File: config.mk
export PLATFORM = sky130hd
export DESIGN_NAME = omcu_ctrl
export DESIGN_NICKNAME = d
export VERILOG_FILES = /design/src/rtl/omcu_pkg.sv /design/src/rtl/omcu_ctrl.sv
export SDC_FILE = /design/constraint.sdc
export NUM_CORES = 1
export LEC_CHECK = 0
export BUFFER_PORTS_ARGS = -buffer_cell sky130_fd_sc_hd__clkbuf_2
export CAP_MARGIN = 20
export CORE_ASPECT_RATIO = 0.9
export CORE_MARGIN = 4
export CORE_UTILIZATION = 35
export DETAILED_ROUTE_END_ITERATION = 8
export GPL_TIMING_DRIVEN = 0
export HOLD_SLACK_MARGIN = 0.1
export PLACE_DENSITY = 0.57
export SYNTH_ARGS = -nofsm -noshare
export SYNTH_HDL_FRONTEND = slang
export SYNTH_SLANG_ARGS = --single-unit
File: constraint.sdc
create_clock -name i_clk -period 1.9 [get_ports i_clk]
set_input_delay 0.285 -clock i_clk [delete_from_list [all_inputs] [get_ports i_clk]]
set_output_delay 0.285 -clock i_clk [all_outputs]
set_load 0.03 [all_outputs]
File: src/rtl/omcu_pkg.sv
`timescale 1ns / 1ps

package omcu_pkg;

    localparam int ACC_W = 40;
    localparam int V_W   = 48;
    localparam int DIV_W = 48;

    localparam logic [2:0] CMD_LOAD_Q = 3'd0;
    localparam logic [2:0] CMD_LOAD_P = 3'd1;
    localparam logic [2:0] CMD_LOAD_N = 3'd2;
    localparam logic [2:0] CMD_TRAIN  = 3'd3;
    localparam logic [2:0] CMD_READ   = 3'd4;

    localparam logic signed [31:0] Q_ONE   = 32'sd65536;
    localparam logic signed [31:0] SAT_MAX = 32'sh7fffffff;
    localparam logic signed [31:0] SAT_MIN = 32'sh80000000;

    typedef enum logic [3:0] {
        MS_M_P, MS_M_N, MS_Q_TP, MS_Q_TN, MS_Q_D, MS_X_X,
        MS_T_S, MS_MM_S, MS_T_X, MS_S_X, MS_T_T, MS_MS_T
    } t_mul_sel;

    typedef enum logic [3:0] {
        WB_NONE, WB_TP, WB_TN, WB_ACCP, WB_ACCN, WB_X, WB_T1, WB_V, WB_S
    } t_wb_sel;

    typedef enum logic [1:0] {
        OUT_ZERO, OUT_MODEL, OUT_TRAIN
    } t_out_sel;

    typedef struct packed {
        logic     capture;
        logic     vec_wr;
        logic     vec_clr;
        logic     rd_model;
        logic     rd_elem;
        logic     cnt_clr;
        logic     cnt_step;
        logic     init_wr;
        logic     acc_clr;
        logic     margin_ld;
        logic     div_go;
        logic     div_m;
        logic     ld_mulm;
        logic     ld_muls;
        logic     mul_en;
        logic     wr_m;
        logic     out_ld;
        t_mul_sel mul_sel;
        t_wb_sel  wb_sel;
        t_out_sel out_sel;
    } t_ctl;

    typedef struct packed {
        logic [2:0] cmd;
        logic       last_j;
        logic       last_k;
        logic       hinge;
        logic       div_busy;
    } t_stat;

    function automatic logic signed [31:0] sat32(input logic signed [65:0] v);
        logic signed [31:0] r;
        if (v > 66'sd2147483647) begin
            r = SAT_MAX;
        end else if (v < -66'sd2147483648) begin
            r = SAT_MIN;
        end else begin
            r = v[31:0];
        end
        return r;
    endfunction

endpackage

File: src/rtl/omcu_ctrl.sv
`timescale 1ns / 1ps

module omcu_ctrl (
    input  logic             i_clk,
    input  logic             i_rst_n,
    input  logic             i_start,
    input  omcu_pkg::t_stat  i_stat,
    output omcu_pkg::t_ctl   o_ctl,
    output logic             o_busy,
    output logic             o_valid
);
    import omcu_pkg::*;

    typedef enum logic [5:0] {
        S_INIT, S_IDLE, S_DECODE, S_RD_OUT,
        S_A_RD, S_A_MP, S_A_MN, S_A_AN, S_A_QP, S_A_QN, S_A_QE,
        S_MARGIN, S_HINGE,
        S_B_RD, S_B1, S_B2, S_B3, S_B4, S_B5, S_B6,
        S_DIV_M, S_DIV_MW, S_DIV_S, S_DIV_SW,
        S_C_RD, S_C1, S_C2, S_C3, S_C4, S_C5, S_C6, S_C7, S_C8, S_C9, S_C10,
        S_C11, S_C12, S_FIN
    } t_state;

    t_state r_state, n_state;
    logic   r_valid;
    t_ctl   ctl;

    always_comb begin
        ctl     = '0;
        n_state = r_state;
        unique case (r_state)
            S_INIT: begin
                ctl.init_wr  = 1'b1;
                ctl.cnt_step = 1'b1;
                if (i_stat.last_k) begin
                    n_state = S_IDLE;
                end
            end
            S_IDLE: begin
                ctl.capture = 1'b1;
                if (i_start) begin
                    n_state = S_DECODE;
                end
            end
            S_DECODE: begin
                priority case (i_stat.cmd)
                    CMD_LOAD_Q, CMD_LOAD_P, CMD_LOAD_N: begin
                        ctl.vec_wr  = 1'b1;
                        ctl.out_ld  = 1'b1;
                        ctl.out_sel = OUT_ZERO;
                        n_state     = S_IDLE;
                    end
                    CMD_TRAIN: begin
                        ctl.acc_clr = 1'b1;
                        ctl.cnt_clr = 1'b1;
                        n_state     = S_A_RD;
                    end
                    CMD_READ: begin
                        ctl.rd_model = 1'b1;
                        n_state      = S_RD_OUT;
                    end
                    default: begin
                        ctl.out_ld  = 1'b1;
                        ctl.out_sel = OUT_ZERO;
                        n_state     = S_IDLE;
                    end
                endcase
            end
            S_RD_OUT: begin
                ctl.out_ld  = 1'b1;
                ctl.out_sel = OUT_MODEL;
                n_state     = S_IDLE;
            end
            // similarity pass
            S_A_RD: begin
                ctl.rd_elem = 1'b1;
                n_state     = S_A_MP;
            end
            S_A_MP: begin
                ctl.mul_en  = 1'b1;
                ctl.mul_sel = MS_M_P;
                n_state     = S_A_MN;
            end
            S_A_MN: begin
                ctl.wb_sel  = WB_TP;
                ctl.mul_en  = 1'b1;
                ctl.mul_sel = MS_M_N;
                n_state     = S_A_AN;
            end
            S_A_AN: begin
                ctl.wb_sel = WB_TN;
                if (i_stat.last_j) begin
                    n_state = S_A_QP;
                end else begin
                    ctl.cnt_step = 1'b1;
                    n_state      = S_A_RD;
                end
            end
            S_A_QP: begin
                ctl.mul_en  = 1'b1;
                ctl.mul_sel = MS_Q_TP;
                n_state     = S_A_QN;
            end
            S_A_QN: begin
                ctl.wb_sel  = WB_ACCP;
                ctl.mul_en  = 1'b1;
                ctl.mul_sel = MS_Q_TN;
                n_state     = S_A_QE;
            end
            S_A_QE: begin
                ctl.wb_sel   = WB_ACCN;
                ctl.cnt_step = 1'b1;
                n_state      = i_stat.last_k ? S_MARGIN : S_A_RD;
            end
            S_MARGIN: begin
                ctl.margin_ld = 1'b1;
                n_state       = S_HINGE;
            end
            S_HINGE: begin
                ctl.cnt_clr = 1'b1;
                n_state     = i_stat.hinge ? S_B_RD : S_FIN;
            end
            // weighted norm pass
            S_B_RD: begin
                ctl.rd_elem = 1'b1;
                n_state     = S_B1;
            end
            S_B1: begin
                ctl.mul_en  = 1'b1;
                ctl.mul_sel = MS_Q_D;
                n_state     = S_B2;
            end
            S_B2: begin
                ctl.wb_sel = WB_X;
                n_state    = S_B3;
            end
            S_B3: begin
                ctl.mul_en  = 1'b1;
                ctl.mul_sel = MS_X_X;
                n_state     = S_B4;
            end
            S_B4: begin
                ctl.wb_sel = WB_T1;
                n_state    = S_B5;
            end
            S_B5: begin
                ctl.mul_en  = 1'b1;
                ctl.mul_sel = MS_T_S;
                n_state     = S_B6;
            end
            S_B6: begin
                ctl.wb_sel   = WB_V;
                ctl.cnt_step = 1'b1;
                n_state      = i_stat.last_k ? S_DIV_M : S_B_RD;
            end
            S_DIV_M: begin
                ctl.div_go = 1'b1;
                ctl.div_m  = 1'b1;
                n_state    = S_DIV_MW;
            end
            S_DIV_MW: begin
                if (!i_stat.div_busy) begin
                    ctl.ld_mulm = 1'b1;
                    n_state     = S_DIV_S;
                end
            end
            S_DIV_S: begin
                ctl.div_go = 1'b1;
                n_state    = S_DIV_SW;
            end
            S_DIV_SW: begin
                if (!i_stat.div_busy) begin
                    ctl.ld_muls = 1'b1;
                    ctl.cnt_clr = 1'b1;
                    n_state     = S_C_RD;
                end
            end
            // update pass
            S_C_RD: begin
                ctl.rd_elem = 1'b1;
                n_state     = S_C1;
            end
            S_C1: begin
                ctl.mul_en  = 1'b1;
                ctl.mul_sel = MS_Q_D;
                n_state     = S_C2;
            end
            S_C2: begin
                ctl.wb_sel = WB_X;
                n_state    = S_C3;
            end
            S_C3: begin
                ctl.mul_en  = 1'b1;
                ctl.mul_sel = MS_MM_S;
                n_state     = S_C4;
            end
            S_C4: begin
                ctl.wb_sel = WB_T1;
                n_state    = S_C5;
            end
            S_C5: begin
                ctl.mul_en  = 1'b1;
                ctl.mul_sel = MS_T_X;
                n_state     = S_C6;
            end
            S_C6: begin
                ctl.wb_sel = WB_T1;
                n_state    = S_C7;
            end
            S_C7: begin
                ctl.wr_m    = 1'b1;
                ctl.mul_en  = 1'b1;
                ctl.mul_sel = MS_S_X;
                n_state     = S_C8;
            end
            S_C8: begin
                ctl.wb_sel = WB_T1;
                n_state    = S_C9;
            end
            S_C9: begin
                ctl.mul_en  = 1'b1;
                ctl.mul_sel = MS_T_T;
                n_state     = S_C10;
            end
            S_C10: begin
                ctl.wb_sel = WB_T1;
                n_state    = S_C11;
            end
            S_C11: begin
                ctl.mul_en  = 1'b1;
                ctl.mul_sel = MS_MS_T;
                n_state     = S_C12;
            end
            S_C12: begin
                ctl.wb_sel   = WB_S;
                ctl.cnt_step = 1'b1;
                n_state      = i_stat.last_k ? S_FIN : S_C_RD;
            end
            S_FIN: begin
                ctl.vec_clr = 1'b1;
                ctl.out_ld  = 1'b1;
                ctl.out_sel = OUT_TRAIN;
                n_state     = S_IDLE;
            end
            default: begin
                n_state = S_IDLE;
            end
        endcase
    end

    always_ff @(posedge i_clk) begin
        if (!i_rst_n) begin
            r_state <= S_INIT;
            r_valid <= 1'b0;
        end else begin
            r_state <= n_state;
            r_valid <= ctl.out_ld;
        end
    end

    assign o_ctl   = ctl;
    assign o_busy  = (r_state != S_IDLE);
    assign o_valid = r_valid;

endmodule

==> flow_summary_export.csv <==
group,metric,value,unit
cts,root_buffer,"clkbuf_8",
floorplan,core_area,0.00407,mm^2
timing,holdWs,362,ps
cells_and_area,multiInputGateArea,0.00131,mm^2
placed_design,dp_hpwl,3.96,mm
worst_setup_path,r2r-end,"r_state[3]$_SDFFE_PN0P_",
status,status,"complete, but fails checks",
worst_setup_path,crit_path_end,"o_ctl[6]",
pwr,power_density,1450,mW/mm^2
global_routing,grt_pass1_wl,9.28,mm
cts,cts_buffer_depth,2,
worst_setup_path,r2r_start,"r_state[0]$_SDFFE_PN0P_",
global_routing,grt_max_degree,11,
cells_and_area,area_growth,58.0,%
cells_and_area,ff_latch_area,156,um^2
floorplan,start_util,0.363,
cts,cts_sinks,7,
placed_design,place_area,0.00178,mm^2
detailed_routing,wl_per_cell,18.9,um
detailed_routing,vias,1979,
global_routing,antenna_found_initial,0,
cts,cts_buffers,3,
min_path,hp-class,"input port to register",
synth,syn_inst,207,
timing,worst_pin_slew,470,ps
placed_design,portBuffers,38,
cells_and_area,mostFrequentLayoutCells,"29 x buf_4, 19 x clkbuf_2, 17 x nor2_1, 11 x nor3_1, 11 x clkbuf_8",
detailed_routing,drt_pass1_iterations,5,
worst_setup_path,cp-startpoint,"r_state[1]$_SDFFE_PN0P_",
cts,cts_tree,"done",
run,cap_violations,0,
detailed_routing,viasPerCell,6.26,
synth,synth.avg_cell_area,7.14,um^2
detailed_routing,antenna_left,0,
floorplan,ios,39,
cells_and_area,drive_gt1_frac,0.496,
synth,syn-cell-area,0.00148,mm^2
pwr,ir_worst_vdd,0.970,mV
timing,setup_ws,-157,ps
detailed_routing,finalWirelength,5.96,mm
status,violations,"negative setup slack",
cells_and_area,nets,279,
floorplan,fp-row-count,22,
worst_setup_path,critical_path_required,1620,ps
timing,setup_tns,-812,ps
worst_setup_path,reg2reg_slack,160,ps
floorplan,die_h,69.7,um
synth,synthFlopType,"dfxtp_1",
synth,synth-edff-count,0,
timing,finalHoldViolCount,0,
synth,ys_types,67,
timing,setup_viol,9,
synth,synth_seq_cells,7,
detailed_routing,drt_iter0_markers,202,
cells_and_area,num_antenna_cells,0,
floorplan,dieWidth,76.5,um
timing,max_freq,0.486,GHz
cts,clock_latency,230,ps
worst_setup_path,worstSetupStartpointType,"register",
detailed_routing,remaining_drc_errors,0,
global_routing,grt_pass1_vias,1819,
placed_design,preCtsSetupSlack,-92.7,ps
cells_and_area,finalInstanceArea,0.00234,mm^2
cells_and_area,stdcell_count,316,
worst_setup_path,arrival,1770,ps
synth,syn_nets,217,
floorplan,dieArea,0.00533,mm^2
worst_setup_path,r2r_cells,8,
timing,slew_headroom,0.687,
worst_setup_path,path_max_fanout,10,
worst_setup_path,end_kind,"output pin",
placed_design,place_congestion,0.940,
timing,fin_crit,2060,ps
pwr,leakagePower,0.905,nW
placed_design,placedCellCount,293,
synth,ys_warn_count,0,
timing,finClkSkew,1.53,ps
cts,path_clk_slew,40,ps
synth,synth-async-reset-ratio,0,
cells_and_area,final_common_cell,"buf_4",
timing,slew_violations,0,
cells_and_area,fill_cells,368,
global_routing,grt_usage,0.212,
cts,ctsHtreeMaxLevel,1,
synth,seq_area_frac_synth,0.0948,
global_routing,grt-ovfl-total,0,
worst_setup_path,crit_type,"register to output pin",
timing,rsz0062_at_grt,"true",
timing,timing.final.crit_share,1.08,
## flip-flops by register name (all words and copies together) (netlist names)
register and count:
o_valid 1, r_state 6
## worst max-delay path: stages, from the launching register on
cell and delay (ps):
dfxtp_4 370, buf_6 150, or4_1 510, a21oi_2 140, a21oi_1 60, o22ai_2 130, clkbuf_8 190
## cell type report
type	instances	area share
timing repair buffer	59	0.211
inverter	6	0.00964
sequential	7	0.0669
buffer	22	0.107
clock buffer	4	0.0193
multi-input combinational	170	0.560
tap	48	0.0257
## per-stage QoR
step / util / power, mW
6_report: 0.574 / 3.40
5_1_grt: 0.574 / 3.57
4_1_cts: 0.542 / 3.10
3_5_place_dp: 0.436 / 2.34
3_3_place_gp: 0.436 / 2.36
2_1_floorplan: - / 1.84
## Yosys cell counts, types with 2 or more instances
master	n	share of area
a2111oi_0	2	0.012
a211oi_1	2	0.010
a21o_1	2	0.010
a21oi_1	12	0.041
a22o_1	2	0.012
a31oi_1	5	0.021
a32o_1	2	0.014
buf_2	13	0.044
buf_4	3	0.015
buf_6	5	0.038
clkbuf_1	2	0.0051
dfxtp_1	7	0.095
inv_1	6	0.015
mux2_2	2	0.015
mux2i_1	2	0.014
nand2_1	9	0.023
nand2b_1	12	0.051
nand3_1	6	0.020
nand3b_1	4	0.020
nor2_1	20	0.051
nor2b_1	4	0.017
nor3_1	12	0.041
nor3_2	2	0.014
nor3b_1	2	0.010
nor4_1	6	0.025
nor4bb_1	2	0.014
o211ai_1	2	0.010
o21a_1	3	0.015
o21ai_0	6	0.020
o22a_1	2	0.012
o22ai_1	3	0.013
o2bb2ai_1	2	0.012
o31ai_1	2	0.010
o32ai_1	3	0.018
or2_2	3	0.013
or3_1	3	0.013
or3b_1	2	0.012
## layer usage
layer | GRT usage | part of all wire | vias up
met2 | 0.319 | 0.46 | 126
met5 | 0 | 0 | -
met3 | 0.0299 | 0.095 | 23
met1 | 0.297 | 0.41 | 928
met4 | 0.0946 | 0.033 | 0
li1 | - | - | 902
## worst min-delay path by stage
stage	from	cells after the start	to
2_1_floorplan	i_rst_n	2	r_state[1]$_SDFFE_PN0P_
3_3_place_gp	i_rst_n	3	r_state[1]$_SDFFE_PN0P_
3_5_place_dp	i_rst_n	3	r_state[1]$_SDFFE_PN0P_
4_1_cts	i_rst_n	3	r_state[4]$_SDFFE_PN0P_
5_1_grt	i_rst_n	3	r_state[4]$_SDFFE_PN0P_
6_report	i_rst_n	3	r_state[4]$_SDFFE_PN0P_
## where the power goes
| group | internal [mW] | switching, mW |
|---|---|---|
| Combinational | 1.37 | 1.55 |
| Clock | 0.145 | 0.0659 |
| Sequential | 0.204 | 0.0572 |
| Total | 1.72 | 1.67 |
## cells by family after synthesis
logic type / share of synthesized area
xor gates and xnor gates: 0.0228
and+or+nand+nor: 0.426
AOI/OAI and AO/OA: 0.300
DFF: 0.0948
muxes: 0.0288
buffers and inverters: 0.128
## what timing repair did
action	CTS	global route
resized for setup	74	33
gates cloned	0	1
setup buffers	15	5
pin swaps	11	8
hold buffers	0	0
endpoints found under the setup margin	21	21
Power figures use the tool's default switching activity.
